[config.mk]
export PLATFORM = sky130hd
export DESIGN_NAME = led_strip_frame_engine_core
export DESIGN_NICKNAME = d
export VERILOG_FILES = /design/src/rtl/lsfe_pkg.sv /design/src/rtl/lsfe_ram.sv /design/src/rtl/lsfe_scale.sv /design/src/rtl/led_strip_frame_engine_core.sv
export SDC_FILE = /design/constraint.sdc
export NUM_CORES = 2
export LEC_CHECK = 0
export BUFFER_PORTS_ARGS = -buffer_cell sky130_fd_sc_hd__clkbuf_2
export CORE_MARGIN = 5
export CORE_UTILIZATION = 45
export DETAILED_ROUTE_END_ITERATION = 7
export GPL_ROUTABILITY_DRIVEN = 1
export HOLD_SLACK_MARGIN = 0.15
export PLACE_DENSITY = 0.69
export SYNTH_ARGS = -nofsm -noshare
export SYNTH_HDL_FRONTEND = slang
export SYNTH_SLANG_ARGS = --single-unit
[constraint.sdc]
create_clock -name clk -period 22.9 [get_ports clk]
set_clock_uncertainty 0.15 [all_clocks]
set_input_delay 0 -clock clk [delete_from_list [all_inputs] [get_ports clk]]
set_output_delay 0 -clock clk [all_outputs]
set_load 0.05 [all_outputs]
[src/rtl/lsfe_pkg.sv]
package lsfe_pkg;

	typedef enum logic [2:0] {
		K_SET_ONE = 3'd0,
		K_SET_ALL = 3'd1,
		K_CLEAR   = 3'd2,
		K_ROT_CCW = 3'd3,
		K_ROT_CW  = 3'd4,
		K_SHOW    = 3'd5
	} kind_t;

	typedef enum logic [1:0] {
		STAT_OK        = 2'd0,
		STAT_BAD_INDEX = 2'd1,
		STAT_BAD_LEVEL = 2'd2
	} status_t;

	typedef enum logic [3:0] {
		FS_IDLE,
		FS_SCALE,
		FS_WRITE_ONE,
		FS_FILL,
		FS_ROT_RD,
		FS_ROT_TMP,
		FS_ROT_MOVE,
		FS_ROT_LAST,
		FS_RESP,
		FS_SHOW_HEAD,
		FS_SHOW_LED,
		FS_SHOW_TAIL
	} fsm_t;

	typedef enum logic [2:0] {
		SC_IDLE,
		SC_SQ,
		SC_CUBE,
		SC_OFS,
		SC_MUL,
		SC_DIV,
		SC_REM,
		SC_RND
	} sc_state_t;

	localparam logic [19:0] SCALE_DEN = 20'd1000000;
	localparam logic [19:0] SCALE_OFS = 20'd2000;
	// x / 15625 == (x * DEN_RECIP) >> 36 for x below 2^22; SCALE_DEN is 64 * 15625
	localparam logic [22:0] DEN_RECIP = 23'd4398047;
	localparam logic [6:0]  MAX_LEVEL = 7'd100;
	localparam logic [2:0]  LED_HDR   = 3'b111;
	localparam logic [4:0]  LED_COUNT_RST = 5'd12;

endpackage

[src/rtl/lsfe_ram.sv]
module lsfe_ram #(
	parameter int WIDTH  = 24,
	parameter int DEPTH  = 16,
	parameter int ADDR_W = 4
) (
	input  logic              clk,
	input  logic              wr_en,
	input  logic [ADDR_W-1:0] wr_addr,
	input  logic [WIDTH-1:0]  wr_data,
	input  logic              rd_en,
	input  logic [ADDR_W-1:0] rd_addr,
	output logic [WIDTH-1:0]  rd_data
);

	logic [WIDTH-1:0] mem_q [DEPTH];

	always_ff @(posedge clk) begin
		if (wr_en) begin
			mem_q[wr_addr] <= wr_data;
		end
		if (rd_en) begin
			rd_data <= mem_q[rd_addr];
		end
	end

endmodule

[src/rtl/lsfe_scale.sv]
module lsfe_scale import lsfe_pkg::*; (
	input  logic        clk,
	input  logic        arst_n,
	input  logic        start,
	input  logic [23:0] rgb,
	input  logic [6:0]  level,
	output logic        done,
	output logic [23:0] result
);

	sc_state_t   state_q, state_d;
	logic [6:0]  lvl_q;
	logic [23:0] rgb_q;
	logic [19:0] acc_q;
	logic [27:0] rem_q;
	logic [7:0]  quo_q;
	logic [1:0]  ch_q;
	logic [23:0] res_q;
	logic        done_q;

	logic [22:0] mul_a;
	logic [21:0] mul_b;
	logic [44:0] prod;
	logic [7:0]  chan;
	logic [19:0] ofs_sum;
	logic [20:0] twice;
	logic        rnd_up;
	logic [7:0]  rnd_byte;

	always_comb begin
		case (ch_q)
			2'd0:    chan = rgb_q[7:0];
			2'd1:    chan = rgb_q[15:8];
			2'd2:    chan = rgb_q[23:16];
			default: chan = 8'd0;
		endcase
	end

	// one shared multiplier: L*L, L^2*L, channel * factor, reciprocal, quotient * 1e6
	always_comb begin
		mul_a = 23'd0;
		mul_b = 22'd0;
		unique case (state_q)
			SC_SQ: begin
				mul_a = {16'd0, lvl_q};
				mul_b = {15'd0, lvl_q};
			end
			SC_CUBE: begin
				mul_a = {3'd0, acc_q};
				mul_b = {15'd0, lvl_q};
			end
			SC_MUL: begin
				mul_a = {3'd0, acc_q};
				mul_b = {14'd0, chan};
			end
			SC_DIV: begin
				mul_a = DEN_RECIP;
				mul_b = rem_q[27:6];
			end
			SC_REM: begin
				mul_a = {3'd0, SCALE_DEN};
				mul_b = {14'd0, quo_q};
			end
			default: begin
				mul_a = 23'd0;
				mul_b = 22'd0;
			end
		endcase
	end

	assign prod     = {22'd0, mul_a} * {23'd0, mul_b};
	assign ofs_sum  = rem_q[19:0] + SCALE_OFS;
	assign twice    = {rem_q[19:0], 1'b0};
	assign rnd_up   = (twice > {1'b0, SCALE_DEN}) ||
		((twice == {1'b0, SCALE_DEN}) && quo_q[0]);
	assign rnd_byte = quo_q + {7'd0, rnd_up};

	always_comb begin
		state_d = state_q;
		unique case (state_q)
			SC_IDLE: begin
				if (start && (level != 7'd0)) begin
					state_d = SC_SQ;
				end
			end
			SC_SQ:   state_d = SC_CUBE;
			SC_CUBE: state_d = SC_OFS;
			SC_OFS:  state_d = SC_MUL;
			SC_MUL:  state_d = SC_DIV;
			SC_DIV:  state_d = SC_REM;
			SC_REM:  state_d = SC_RND;
			SC_RND: begin
				state_d = (ch_q == 2'd2) ? SC_IDLE : SC_MUL;
			end
			default: state_d = SC_IDLE;
		endcase
	end

	always_ff @(posedge clk or negedge arst_n) begin
		if (!arst_n) begin
			state_q <= SC_IDLE;
			done_q  <= 1'b0;
		end else begin
			state_q <= state_d;
			done_q  <= ((state_q == SC_IDLE) && start && (level == 7'd0)) ||
				((state_q == SC_RND) && (ch_q == 2'd2));
		end
	end

	always_ff @(posedge clk) begin
		unique case (state_q)
			SC_IDLE: begin
				if (start) begin
					lvl_q <= level;
					rgb_q <= rgb;
					ch_q  <= 2'd0;
					res_q <= 24'd0;
				end
			end
			SC_SQ:   acc_q <= prod[19:0];
			SC_CUBE: rem_q <= prod[27:0];
			SC_OFS:  acc_q <= (ofs_sum > SCALE_DEN) ? SCALE_DEN : ofs_sum;
			SC_MUL:  rem_q <= prod[27:0];
			SC_DIV:  quo_q <= prod[43:36];
			SC_REM:  rem_q <= rem_q - prod[27:0];
			SC_RND: begin
				res_q[{ch_q, 3'b000} +: 8] <= rnd_byte;
				ch_q <= ch_q + 2'd1;
			end
			default: begin
				ch_q <= ch_q;
			end
		endcase
	end

	assign done   = done_q;
	assign result = res_q;

endmodule

[src/rtl/led_strip_frame_engine_core.sv]
// Accept to result: set one runs the shared scaler (setup, then each channel), then the
// store write and report; set all scales, then writes each entry below led_count.
// Bad index or brightness reports directly; brightness 0 skips the scaler math.
// Show: one word per cycle, led_count + 2 items, limited by the output handshake.
// One command at a time; s_axis_tready is high only between commands.
// Reset: colours read as zero through per-entry valid flags, led_count is 12 (or MAX_LEDS if smaller).
module led_strip_frame_engine_core import lsfe_pkg::*; #(
	parameter int MAX_LEDS = 16
) (
	input  logic        clk,
	input  logic        arst_n,
	input  logic        cfg_wr_en,
	input  logic [4:0]  cfg_wr_data,
	input  logic        s_axis_tvalid,
	output logic        s_axis_tready,
	// led_index[3:0], rgb[27:4], brightness[34:28], global_brightness[39:35]
	input  logic [39:0] s_axis_tdata,
	// kind[2:0]
	input  logic [2:0]  s_axis_tuser,
	output logic        m_axis_tvalid,
	input  logic        m_axis_tready,
	// frame_word[31:0], byte_count[34:32], status[36:35], zero fill above
	output logic [39:0] m_axis_tdata,
	output logic        m_axis_tlast
);

	localparam int AW = (MAX_LEDS > 1) ? $clog2(MAX_LEDS) : 1;
	localparam logic [4:0] CNT_RST = (MAX_LEDS < 12) ? 5'(MAX_LEDS) : LED_COUNT_RST;

	fsm_t          state_q, state_d;
	logic [4:0]    led_count_q;
	logic [MAX_LEDS-1:0] valid_q;
	logic          rd_vld_q;
	logic [3:0]    idx_q;
	logic [4:0]    gb_q;
	logic          set_all_q;
	logic          dir_q;
	status_t       status_q;
	logic [4:0]    cnt_q;
	logic [4:0]    cur_q;
	logic [4:0]    src_q;
	logic [23:0]   tmp_q;

	logic          m_valid_q;
	logic [31:0]   m_word_q;
	logic [2:0]    m_bytes_q;
	logic          m_last_q;
	status_t       m_status_q;

	kind_t         in_kind;
	logic          s_fire;
	logic          can_load;
	logic          idx_bad;
	logic          lvl_bad;
	logic [4:0]    n_m1;
	logic [4:0]    rot_start;
	logic [4:0]    rot_end;
	logic [4:0]    cur_nxt;
	logic [4:0]    src_nxt;
	logic [5:0]    trail_sum;
	logic          cnt_more;

	logic          scl_start;
	logic          scl_done;
	logic [23:0]   scl_result;

	logic          wr_en;
	logic [AW-1:0] wr_addr;
	logic [23:0]   wr_data;
	logic          rd_en;
	logic [AW-1:0] rd_addr;
	logic [23:0]   ram_q;
	logic [23:0]   rdata;

	logic          load_out;
	logic [31:0]   out_word;
	logic [2:0]    out_bytes;
	logic          out_last;
	status_t       out_status;

	assign in_kind   = kind_t'(s_axis_tuser);
	assign s_axis_tready = (state_q == FS_IDLE);
	assign s_fire    = s_axis_tvalid && s_axis_tready;
	assign can_load  = !m_valid_q || m_axis_tready;
	assign idx_bad   = {1'b0, s_axis_tdata[3:0]} >= led_count_q;
	assign lvl_bad   = s_axis_tdata[34:28] > MAX_LEVEL;
	assign n_m1      = led_count_q - 5'd1;
	assign rot_start = (in_kind == K_ROT_CW) ? n_m1 : 5'd0;
	assign rot_end   = dir_q ? 5'd0 : n_m1;
	assign cur_nxt   = dir_q ? (cur_q - 5'd1) : (cur_q + 5'd1);
	assign src_nxt   = dir_q ? (src_q - 5'd1) : (src_q + 5'd1);
	assign trail_sum = {1'b0, led_count_q} + 6'd15;
	assign cnt_more  = (cnt_q + 5'd1) < led_count_q;
	assign rdata     = rd_vld_q ? ram_q : 24'd0;

	assign scl_start = s_fire && !lvl_bad &&
		(((in_kind == K_SET_ONE) && !idx_bad) || (in_kind == K_SET_ALL));

	lsfe_scale u_scale (
		.clk    (clk),
		.arst_n (arst_n),
		.start  (scl_start),
		.rgb    (s_axis_tdata[27:4]),
		.level  (s_axis_tdata[34:28]),
		.done   (scl_done),
		.result (scl_result)
	);

	lsfe_ram #(
		.WIDTH  (24),
		.DEPTH  (MAX_LEDS),
		.ADDR_W (AW)
	) u_ram (
		.clk     (clk),
		.wr_en   (wr_en),
		.wr_addr (wr_addr),
		.wr_data (wr_data),
		.rd_en   (rd_en),
		.rd_addr (rd_addr),
		.rd_data (ram_q)
	);

	always_comb begin
		state_d = state_q;
		unique case (state_q)
			FS_IDLE: begin
				if (s_fire) begin
					case (in_kind)
						K_SET_ONE: state_d = (idx_bad || lvl_bad) ? FS_RESP : FS_SCALE;
						K_SET_ALL: state_d = lvl_bad ? FS_RESP : FS_SCALE;
						K_CLEAR:   state_d = FS_RESP;
						K_ROT_CCW, K_ROT_CW: state_d = FS_ROT_RD;
						K_SHOW:    state_d = FS_SHOW_HEAD;
						default:   state_d = FS_IDLE;
					endcase
				end
			end
			FS_SCALE: begin
				if (scl_done) begin
					state_d = set_all_q ? FS_FILL : FS_WRITE_ONE;
				end
			end
			FS_WRITE_ONE: state_d = FS_RESP;
			FS_FILL: begin
				if (!cnt_more) begin
					state_d = FS_RESP;
				end
			end
			FS_ROT_RD:  state_d = FS_ROT_TMP;
			FS_ROT_TMP: state_d = (cur_q == rot_end) ? FS_ROT_LAST : FS_ROT_MOVE;
			FS_ROT_MOVE: begin
				if (src_q == rot_end) begin
					state_d = FS_ROT_LAST;
				end
			end
			FS_ROT_LAST: state_d = FS_RESP;
			FS_RESP: begin
				if (can_load) begin
					state_d = FS_IDLE;
				end
			end
			FS_SHOW_HEAD: begin
				if (can_load) begin
					state_d = FS_SHOW_LED;
				end
			end
			FS_SHOW_LED: begin
				if (can_load && !cnt_more) begin
					state_d = FS_SHOW_TAIL;
				end
			end
			FS_SHOW_TAIL: begin
				if (can_load) begin
					state_d = FS_IDLE;
				end
			end
			default: state_d = FS_IDLE;
		endcase
	end

	always_comb begin
		wr_en      = 1'b0;
		wr_addr    = '0;
		wr_data    = 24'd0;
		rd_en      = 1'b0;
		rd_addr    = '0;
		load_out   = 1'b0;
		out_word   = 32'd0;
		out_bytes  = 3'd0;
		out_last   = 1'b0;
		out_status = STAT_OK;
		unique case (state_q)
			FS_IDLE: begin
				rd_en   = s_fire;
				rd_addr = AW'(rot_start);
			end
			FS_WRITE_ONE: begin
				wr_en   = 1'b1;
				wr_addr = AW'(idx_q);
				wr_data = scl_result;
			end
			FS_FILL: begin
				wr_en   = 1'b1;
				wr_addr = AW'(cnt_q);
				wr_data = scl_result;
			end
			FS_ROT_TMP: begin
				rd_en   = (cur_q != rot_end);
				rd_addr = AW'(cur_nxt);
			end
			FS_ROT_MOVE: begin
				wr_en   = 1'b1;
				wr_addr = AW'(cur_q);
				wr_data = rdata;
				rd_en   = (src_q != rot_end);
				rd_addr = AW'(src_nxt);
			end
			FS_ROT_LAST: begin
				wr_en   = 1'b1;
				wr_addr = AW'(cur_q);
				wr_data = tmp_q;
			end
			FS_RESP: begin
				load_out   = can_load;
				out_last   = 1'b1;
				out_status = status_q;
			end
			FS_SHOW_HEAD: begin
				load_out  = can_load;
				out_bytes = 3'd4;
				rd_en     = can_load;
				rd_addr   = '0;
			end
			FS_SHOW_LED: begin
				load_out  = can_load;
				out_word  = {LED_HDR, gb_q, rdata};
				out_bytes = 3'd4;
				rd_en     = can_load && cnt_more;
				rd_addr   = AW'(cnt_q + 5'd1);
			end
			FS_SHOW_TAIL: begin
				load_out  = can_load;
				out_bytes = {1'b0, trail_sum[5:4]};
				out_last  = 1'b1;
			end
			default: begin
				load_out = 1'b0;
			end
		endcase
	end

	always_ff @(posedge clk or negedge arst_n) begin
		if (!arst_n) begin
			state_q     <= FS_IDLE;
			led_count_q <= CNT_RST;
			valid_q     <= '0;
			m_valid_q   <= 1'b0;
		end else begin
			state_q <= state_d;
			if (cfg_wr_en) begin
				if (cfg_wr_data == 5'd0) begin
					led_count_q <= 5'd1;
				end else if (int'(cfg_wr_data) > MAX_LEDS) begin
					led_count_q <= 5'(MAX_LEDS);
				end else begin
					led_count_q <= cfg_wr_data;
				end
			end
			if (s_fire && (in_kind == K_CLEAR)) begin
				valid_q <= '0;
			end else if (wr_en) begin
				valid_q[wr_addr] <= 1'b1;
			end
			if (load_out) begin
				m_valid_q <= 1'b1;
			end else if (m_axis_tready) begin
				m_valid_q <= 1'b0;
			end
		end
	end

	always_ff @(posedge clk) begin
		if (rd_en) begin
			rd_vld_q <= valid_q[rd_addr];
		end
		if (load_out) begin
			m_word_q   <= out_word;
			m_bytes_q  <= out_bytes;
			m_last_q   <= out_last;
			m_status_q <= out_status;
		end
		unique case (state_q)
			FS_IDLE: begin
				if (s_fire) begin
					idx_q     <= s_axis_tdata[3:0];
					gb_q      <= s_axis_tdata[39:35];
					set_all_q <= (in_kind == K_SET_ALL);
					dir_q     <= (in_kind == K_ROT_CW);
					cur_q     <= rot_start;
					cnt_q     <= 5'd0;
					if ((in_kind == K_SET_ONE) && idx_bad) begin
						status_q <= STAT_BAD_INDEX;
					end else if (((in_kind == K_SET_ONE) || (in_kind == K_SET_ALL)) &&
						lvl_bad) begin
						status_q <= STAT_BAD_LEVEL;
					end else begin
						status_q <= STAT_OK;
					end
				end
			end
			FS_FILL: cnt_q <= cnt_q + 5'd1;
			FS_ROT_TMP: begin
				tmp_q <= rdata;
				src_q <= cur_nxt;
			end
			FS_ROT_MOVE: begin
				cur_q <= src_q;
				src_q <= src_nxt;
			end
			FS_SHOW_LED: begin
				if (can_load) begin
					cnt_q <= cnt_q + 5'd1;
				end
			end
			default: begin
				cnt_q <= cnt_q;
			end
		endcase
	end

	assign m_axis_tvalid = m_valid_q;
	assign m_axis_tlast  = m_last_q;
	assign m_axis_tdata  = {3'd0, m_status_q, m_bytes_q, m_word_q};

	a_no_write_idle: assert property (@(posedge clk) disable iff (!arst_n)
		(state_q == FS_IDLE) |-> !wr_en)
		else $error("store write while idle");

	a_status_only: assert property (@(posedge clk) disable iff (!arst_n)
		(m_valid_q && (m_status_q != STAT_OK)) |-> ((m_bytes_q == 3'd0) && m_last_q))
		else $error("fault report carries frame bytes");

	a_scale_done: assert property (@(posedge clk) disable iff (!arst_n)
		scl_done |-> (state_q == FS_SCALE))
		else $error("scaler finished outside scale wait");

	a_count_range: assert property (@(posedge clk) disable iff (!arst_n)
		(led_count_q != 5'd0) && (int'(led_count_q) <= MAX_LEDS))
		else $error("led_count out of range");

endmodule

# Yosys cells after proc, flatten, opt, wreduce, memory -nomap -nowiden
# Memory sizes are Yosys's and may differ from the RTL's. A register that Yosys moved wholly into a read port is not among the register bits.
# Index checks and enable logic that the tools add are counted.
[totals]
regBits = 234
elab_cells = 210
in_bits = 53
ram_bits = 384
mem_count = 1
output_inout_bits = 43
[op_classes]
order_cmp = 9
addsub = 12
eq_ne = 40
mul = 1
shift = 2
reduce_logical = 56
bitwise = 1
n_mux = 60
[mem_list]
columns = ["name", "depth", "word_bits", "rd", "rd_clocked_by_memory_dff", "wr", "line_no", "rtl"]
rows = [
  ["u_ram.mem_q", 16, 24, 1, 1, 1, "lsfe_ram.sv:15", "logic [WIDTH-1:0] mem_q [DEPTH];"],
]
[ops]
columns = ["cell", "count"]
rows = [
  ["one-hot mux 23 bit (4 select lines)", 1],
  ["one-hot mux 22 bit (4 select lines)", 1],
  ["one-hot mux 24 bit (3 select lines)", 1],
  ["one-hot mux 28 bit (2 select lines)", 1],
  ["two-way mux 24 bit", 2],
  ["one-hot mux 24 bit (2 select lines)", 1],
  ["two-way mux 5 bit", 9],
  ["multiplier 23 x 22 -> 44 bit", 1],
  ["one-hot mux 20 bit (2 select lines)", 1],
  ["one-hot mux 4 bit (10 select lines)", 1],
  ["two-way mux 4 bit", 9],
  ["two-way mux 16 bit", 2],
  ["two-way mux 32 bit", 1],
  ["subtractor 28 bit", 1],
  ["bitwise mux 24 bit", 1],
  ["one-hot mux 3 bit (8 select lines)", 1],
  ["one-hot mux 8 bit (3 select lines)", 1],
  ["variable shift 8 x 7 -> 24 bit (first input constant)", 1],
  ["indexed part select 8 x 7 -> 24 bit", 1],
  ["> comparator 21 x 20 -> 1 bit (second input constant)", 1],
  ["adder 20 x 11 -> 20 bit (second input constant)", 1],
  ["equality test 20 x 19 -> 1 bit (second input constant)", 1],
  ["> comparator 20 bit (second input constant)", 1],
  ["two-way mux 20 bit", 1],
  ["55 further kinds", 139],
]

# Logic depth before layout (Yosys ltp)
[depth]
word_depth = 10
ltp_mapped = 41
depth_no_buf = 38

# By module
# From an unflattened synthesis, not the netlist that was laid out.
[unflattened]
hier_cells = 3511
area_unflattened_um2 = 42799.8
[modules_own_cells]
columns = ["mod", "seq_area_each_um2", "area_per_inst_um2", "cells_per_inst", "instances"]
rows = [
  ["lsfe_scale", 3493.4, 21355.5, 2281, 1],
  ["lsfe_ram", 12251.8, 15170.8, 636, 1],
  ["led_strip_frame_engine_core", 3325.7, 6273.5, 594, 1],
]

# Worst setup path before layout
# OpenSTA, ideal clock, no wires.
[synth_timing]
path_type = "flip-flop to flip-flop"
from = "reg u_scale.state_q[1]"
to = "reg u_scale.rem_q[27], data pin"
t_required_ps = 22484
n_path_buf = 3
arrival_ps = 9966
setup_ps = 266
path_stages_with_launch = 41
path_slack_ps = 12518
synth_period_minus_slack_ps = 10382
path_cell_list = "dfrtp_1 > clkbuf_1 > nand2_1 > nor2_1 > clkbuf_1 > a221oi_1 > o21ai_1 > clkbuf_1 > nand2_1 > fa_1 > inv_1 > fa_1 > inv_1 > fa_1 > inv_1 > ha_1 > ha_1 > inv_1 > (+5 left out) > or3_4 > o211a_4 > or2_2 > nor3b_1 > o31ai_1 > xnor2_1 > ha_1 > a21oi_1 > o211ai_1 > or4_1 > nor3_1 > a211oi_1 > maj3_2 > a211o_1 > a31oi_1 > o31a_1 > mux2i_1 > or3b_1"
[synth_via]
elab_chain_cells = 6
word_cells_on_any_way = 12
classes_between = "add/sub: 1; mul: 1; eq/ne: 5; mux: 3; reduce/logical: 2"
[synth_rtl]
columns = ["element", "line_no", "rtl"]
rows = [
  ["start: declaration", "lsfe_scale.sv:11", "sc_state_t state_q, state_d;"],
  ["start signal: assignment", "lsfe_scale.sv:104", "state_q <= state_d;"],
  ["equality test 3 x 2 -> 1 bit, or another cell as far along", "lsfe_scale.sv:43, lsfe_scale.sv:111", ""],
  ["OR reduction 2 bit (no line)", "--", ""],
  ["one-hot mux 23 bit (4 select lines) or one-hot mux 22 bit (4 select lines) (tied branches)", "lsfe_scale.sv:43", "unique case (state_q)"],
  ["multiplier 23 x 22 -> 44 bit", "lsfe_scale.sv:71", "assign prod = {22'd0, mul_a} * {23'd0, mul_b};"],
  ["subtractor 28 bit", "lsfe_scale.sv:125", "SC_REM: rem_q <= rem_q - prod[27:0];"],
  ["one-hot mux 28 bit (2 select lines) (*)", "lsfe_scale.sv:111", "unique case (state_q)"],
  ["end signal: assignment", "lsfe_scale.sv:121", "SC_CUBE: rem_q <= prod[27:0];"],
  ["end signal: assignment", "lsfe_scale.sv:123", "SC_MUL: rem_q <= prod[27:0];"],
  ["end signal: assignment", "lsfe_scale.sv:125", ""],
  ["end: declaration", "lsfe_scale.sv:15", "logic [27:0] rem_q;"],
]
# Mark *: on every way between the ends. The rest lies on a longest branch, timed or not.
# A chain may end at the register's enable or synchronous reset.

# Final worst setup path
[layout_timing]
from = "reg u_scale.state_q[2]"
to = "reg u_scale.rem_q[27], data pin"
# The elaborated chain is that of the path after synthesis.

==> summary.txt <==
Outcome
  • Status: finished, final reports clean

Floorplan
  • IO Count: 96
  • Die W: between 300 and 400 um
  • Initial Util: 0.4543
  • Row count: between 100 and 150
  • CORE AREA: between 90000 and 100000 um^2
  • Die ar.: between 100000 and 150000 um^2
  • Die H: about 320 um

Yosys
  • Syn avg cell area: around 11 um^2
  • Mux cell area share after synthesis: 0.001389
  • Post-Synth Adder-Cell Area: 0.2355
  • Number of flops mapped to enable cells by yosys: 610
  • Distinct cell type count after synthesis: 89
  • Post-Synth XOR/XNOR Area: 0.02090
  • Largest family of logic cells by synthesized area: adder cells
  • Ys Warns: 0
  • Ys async rst share: 0.04688
  • Top post-synthesis cells by area: edfxtp_1 42%, fa_1 18%, nand2_1 6.9%
  • #FFs+latches synth: 640
  • Mapped Cells: slightly above 4k
  • Seq/Total Area, Yosys: 0.4412
  • Simple-gate area share of the yosys netlist: 0.1490
  • Area leader, netlist: edfxtp_1
  • Post-Syn Area: 43230 um^2
  • Post-synth top area share: 0.4237
  • Compound-Gate Fraction of Synth Area: 0.08671
  • Top_reg_cell synth: edfxtp_1

Min path
  • Hold Startpoint: m_axis_tready
  • Worst Hold Class: input port to register

Clock network
  • Hold-fix buffers, CTS: 110
  • Num CTS Buffers: 66
  • CTS resizes: 0
  • CTS tree: built
  • Clk_lat worst skew: roughly 0.63 ns
  • H-tree depth: 3
  • Clock sink total: 640
  • CTS Buffer Depth: 3
  • Clk slew on worst S/H paths: roughly 0.070 ns
  • Post-CTS setup buffer count: 0
  • CTS root buf: clkbuf_16

GRT
  • Largest net degree at the start of global routing: between 70 and 80
  • Global-route wire length before repair: 184300 um
  • GRT Total Usage: 0.2307
  • GRT met1 Usage: 0.3247
  • GR Layer Usage met3: 0.03314
  • Antenna violations before repair: 2
  • GRT overflow: 0
  • Vias in the first global route: between 30k and 40k
  • GRT Max-Usage Layer: met2
  • Met2 Track Usage GR: 0.3777

Placed design
  • Global placement routability congestion: a little over 0.9
  • Number of port buffers: 92
  • DP Wirelength: between 70000 and 80000 um
  • Placed inst area: between 40000 and 50000 um^2

Detailed routing
  • Vias per inst: roughly 5.6
  • Drt wl/cell: 21.21 um
  • DR iter-0 viols: ~3k
  • Drt pass-1 iters: 6
  • Routed WL: 119100 um
  • Residual DRC count: 0
  • Antenna-violating nets left: 0
  • Vias: around 31k

STA
  • Maximum clock frequency: between 0.08 and 0.09 GHz
  • RSZ-0062 raised after global routing: no
  • Max-slew violation count: 0
  • Final setup fails: 0
  • Hold Vio Cnt, Final: 0
  • Setup TNS Final: 0 ns
  • Post-route minimum period: roughly 12 ns
  • Slew margin rel.: 0.1494
  • Tcrit/Tclk final: 0.5338
  • Least-Margin Pin Slew: around 1.3 ns

Setup path
  • Reg2reg start: u_scale.state_q[2]
  • Critical Path Source: u_scale.state_q[2]
  • CP bufs+invs: 7
  • Largest fanout on the critical path: 73
  • CP Class: register to register
  • Worst Path Required: 23.12 ns
  • CP Capture Type: register
  • Slowest-stage cell, CP: dfrtp_1
  • Top Family by Delay on Critical Path: adder cells
  • Largest stage delay, worst path: about 0.8 ns
  • WP data arrival: approximately 12 ns
  • Startpoint Class: register

Finish
  • Share of cells above drive strength 1: 0.06947
  • Layout net count: about 5k
  • Final core occ: 0.5122
  • ANT cells: 0
  • Design Area, Final: between 40000 and 50000 um^2
  • Layout area overhead: 12.75%

Job
  • MaxCap Viol Count: 0
-- area by class of cell --
class | instances | area, um^2
fillers | 8296 | 46410
multi-input cells | 2783 | 21940
flip-flops and latches | 640 | 19070
inverters | 547 | 2053
repair buffers | 258 | 1992
clock buffers | 85 | 1733
well taps | 1265 | 1583
clock inverters | 34 | 367.9
-- routing by layer --
metal | routed length (um) | up-vias
met3 | 9060 | 217
li1 | - | 14090
met5 | 0 | -
met1 | 50160 | 15500
met4 | 3770 | 0
met2 | 56060 | 1383
-- layout by cell type, fill, tap and decap left out, drive strengths merged, types with 31 or more instances in the layout --
cell type      n
and3          64
dlygate4sd3  109
nand3        235
buf           57
a21oi        105
a31oi         36
and2          77
nor2         148
a22oi         31
conb         101
a21o          42
xor2          41
ha           208
inv          549
xnor2         60
nand2        800
fa           378
edfxtp       610
clkbuf       177
a311oi        52
o21ai         98
-- stage by stage --
step / cells / hold slack [ns] / worst slack (ns)
final: 5612 / 0.1748 / 10.68
after global routing: 5612 / 0.1970 / 10.00
after CTS: 5612 / 0.1591 / 10.81
after detailed placement: 5383 / 0.01910 / 10.84
after global placement: 5383 / 0.01431 / 11.04
after floorplan: 4167 / -0.4456 / 12.52
-- final timing paths --
check | to | slack [ns] | cells after the start
min reg2reg | valid_q[4] | 0.34 | 1
max in group asynchronous | u_scale.state_q[2] | 21.99 | 4
max | u_scale.rem_q[27] | 10.68 | 40
max reg2reg | u_scale.rem_q[27] | 10.68 | 40
min | m_axis_tvalid | 0.17 | 4
min in group asynchronous | led_count_q[3] | 0.38 | 3
-- state kept, by name, summed over array words and instances, names as in the netlist, 7 cells and up --
name	count
u_scale.lvl_q	7
tmp_q	24
u_scale.rem_q	28
u_scale.rgb_q	24
u_ram.mem_q	384
u_scale.result	24
u_scale.quo_q	8
m_word_q	30
u_ram.rd_data	24
u_scale.acc_q	20
valid_q	16
-- worst min-delay path: stages --
cell,delay (ns)
dlygate4sd3_1,0.53
clkbuf_2,0.09
nand2b_1,0.19
nand2_1,0.07
-- cell usage after synthesis, types with 5 or more instances --
cell type and count:
nand2_1 800, edfxtp_1 610, inv_1 547, fa_1 378
nand3_1 235, ha_1 208, clkbuf_1 176, nor2_1 148
a21oi_1 104, o21ai_0 87, and2_1 77, and3_1 64
xnor2_1 59, a311oi_1 50, xor2_1 41, a21o_1 39
a31oi_1 36, a22oi_1 31, dfrtp_1 28, nor2b_1 28
nor3_1 28, o21a_1 27, nand2b_1 21, a211oi_1 13
buf_1 13, a22o_1 12, a221oi_1 11, o21ai_1 10
a222oi_1 9, nand4_1 9, nor4_1 9, o2bb2ai_1 9
o211ai_1 8, o21bai_1 8, nor3b_1 7, o31ai_1 7
mux2i_1 6, a21boi_0 5, buf_4 5, nand3b_1 5
or3_1 5, or4_1 5
-- kinds of logic (layout without fill, tap and decap cells) --
logic type	after synthesis	count (layout)
simple gates	1454	1454
mux	6	6
other cells	2	101
flops	640	640
buf+inv	744	924
compound gates	534	534
xor+xnor	101	101
fa+ha+maj	587	587
Power is not shown: default switching activity piles up to over one toggle a cycle in this logic, so the estimate is an artifact.
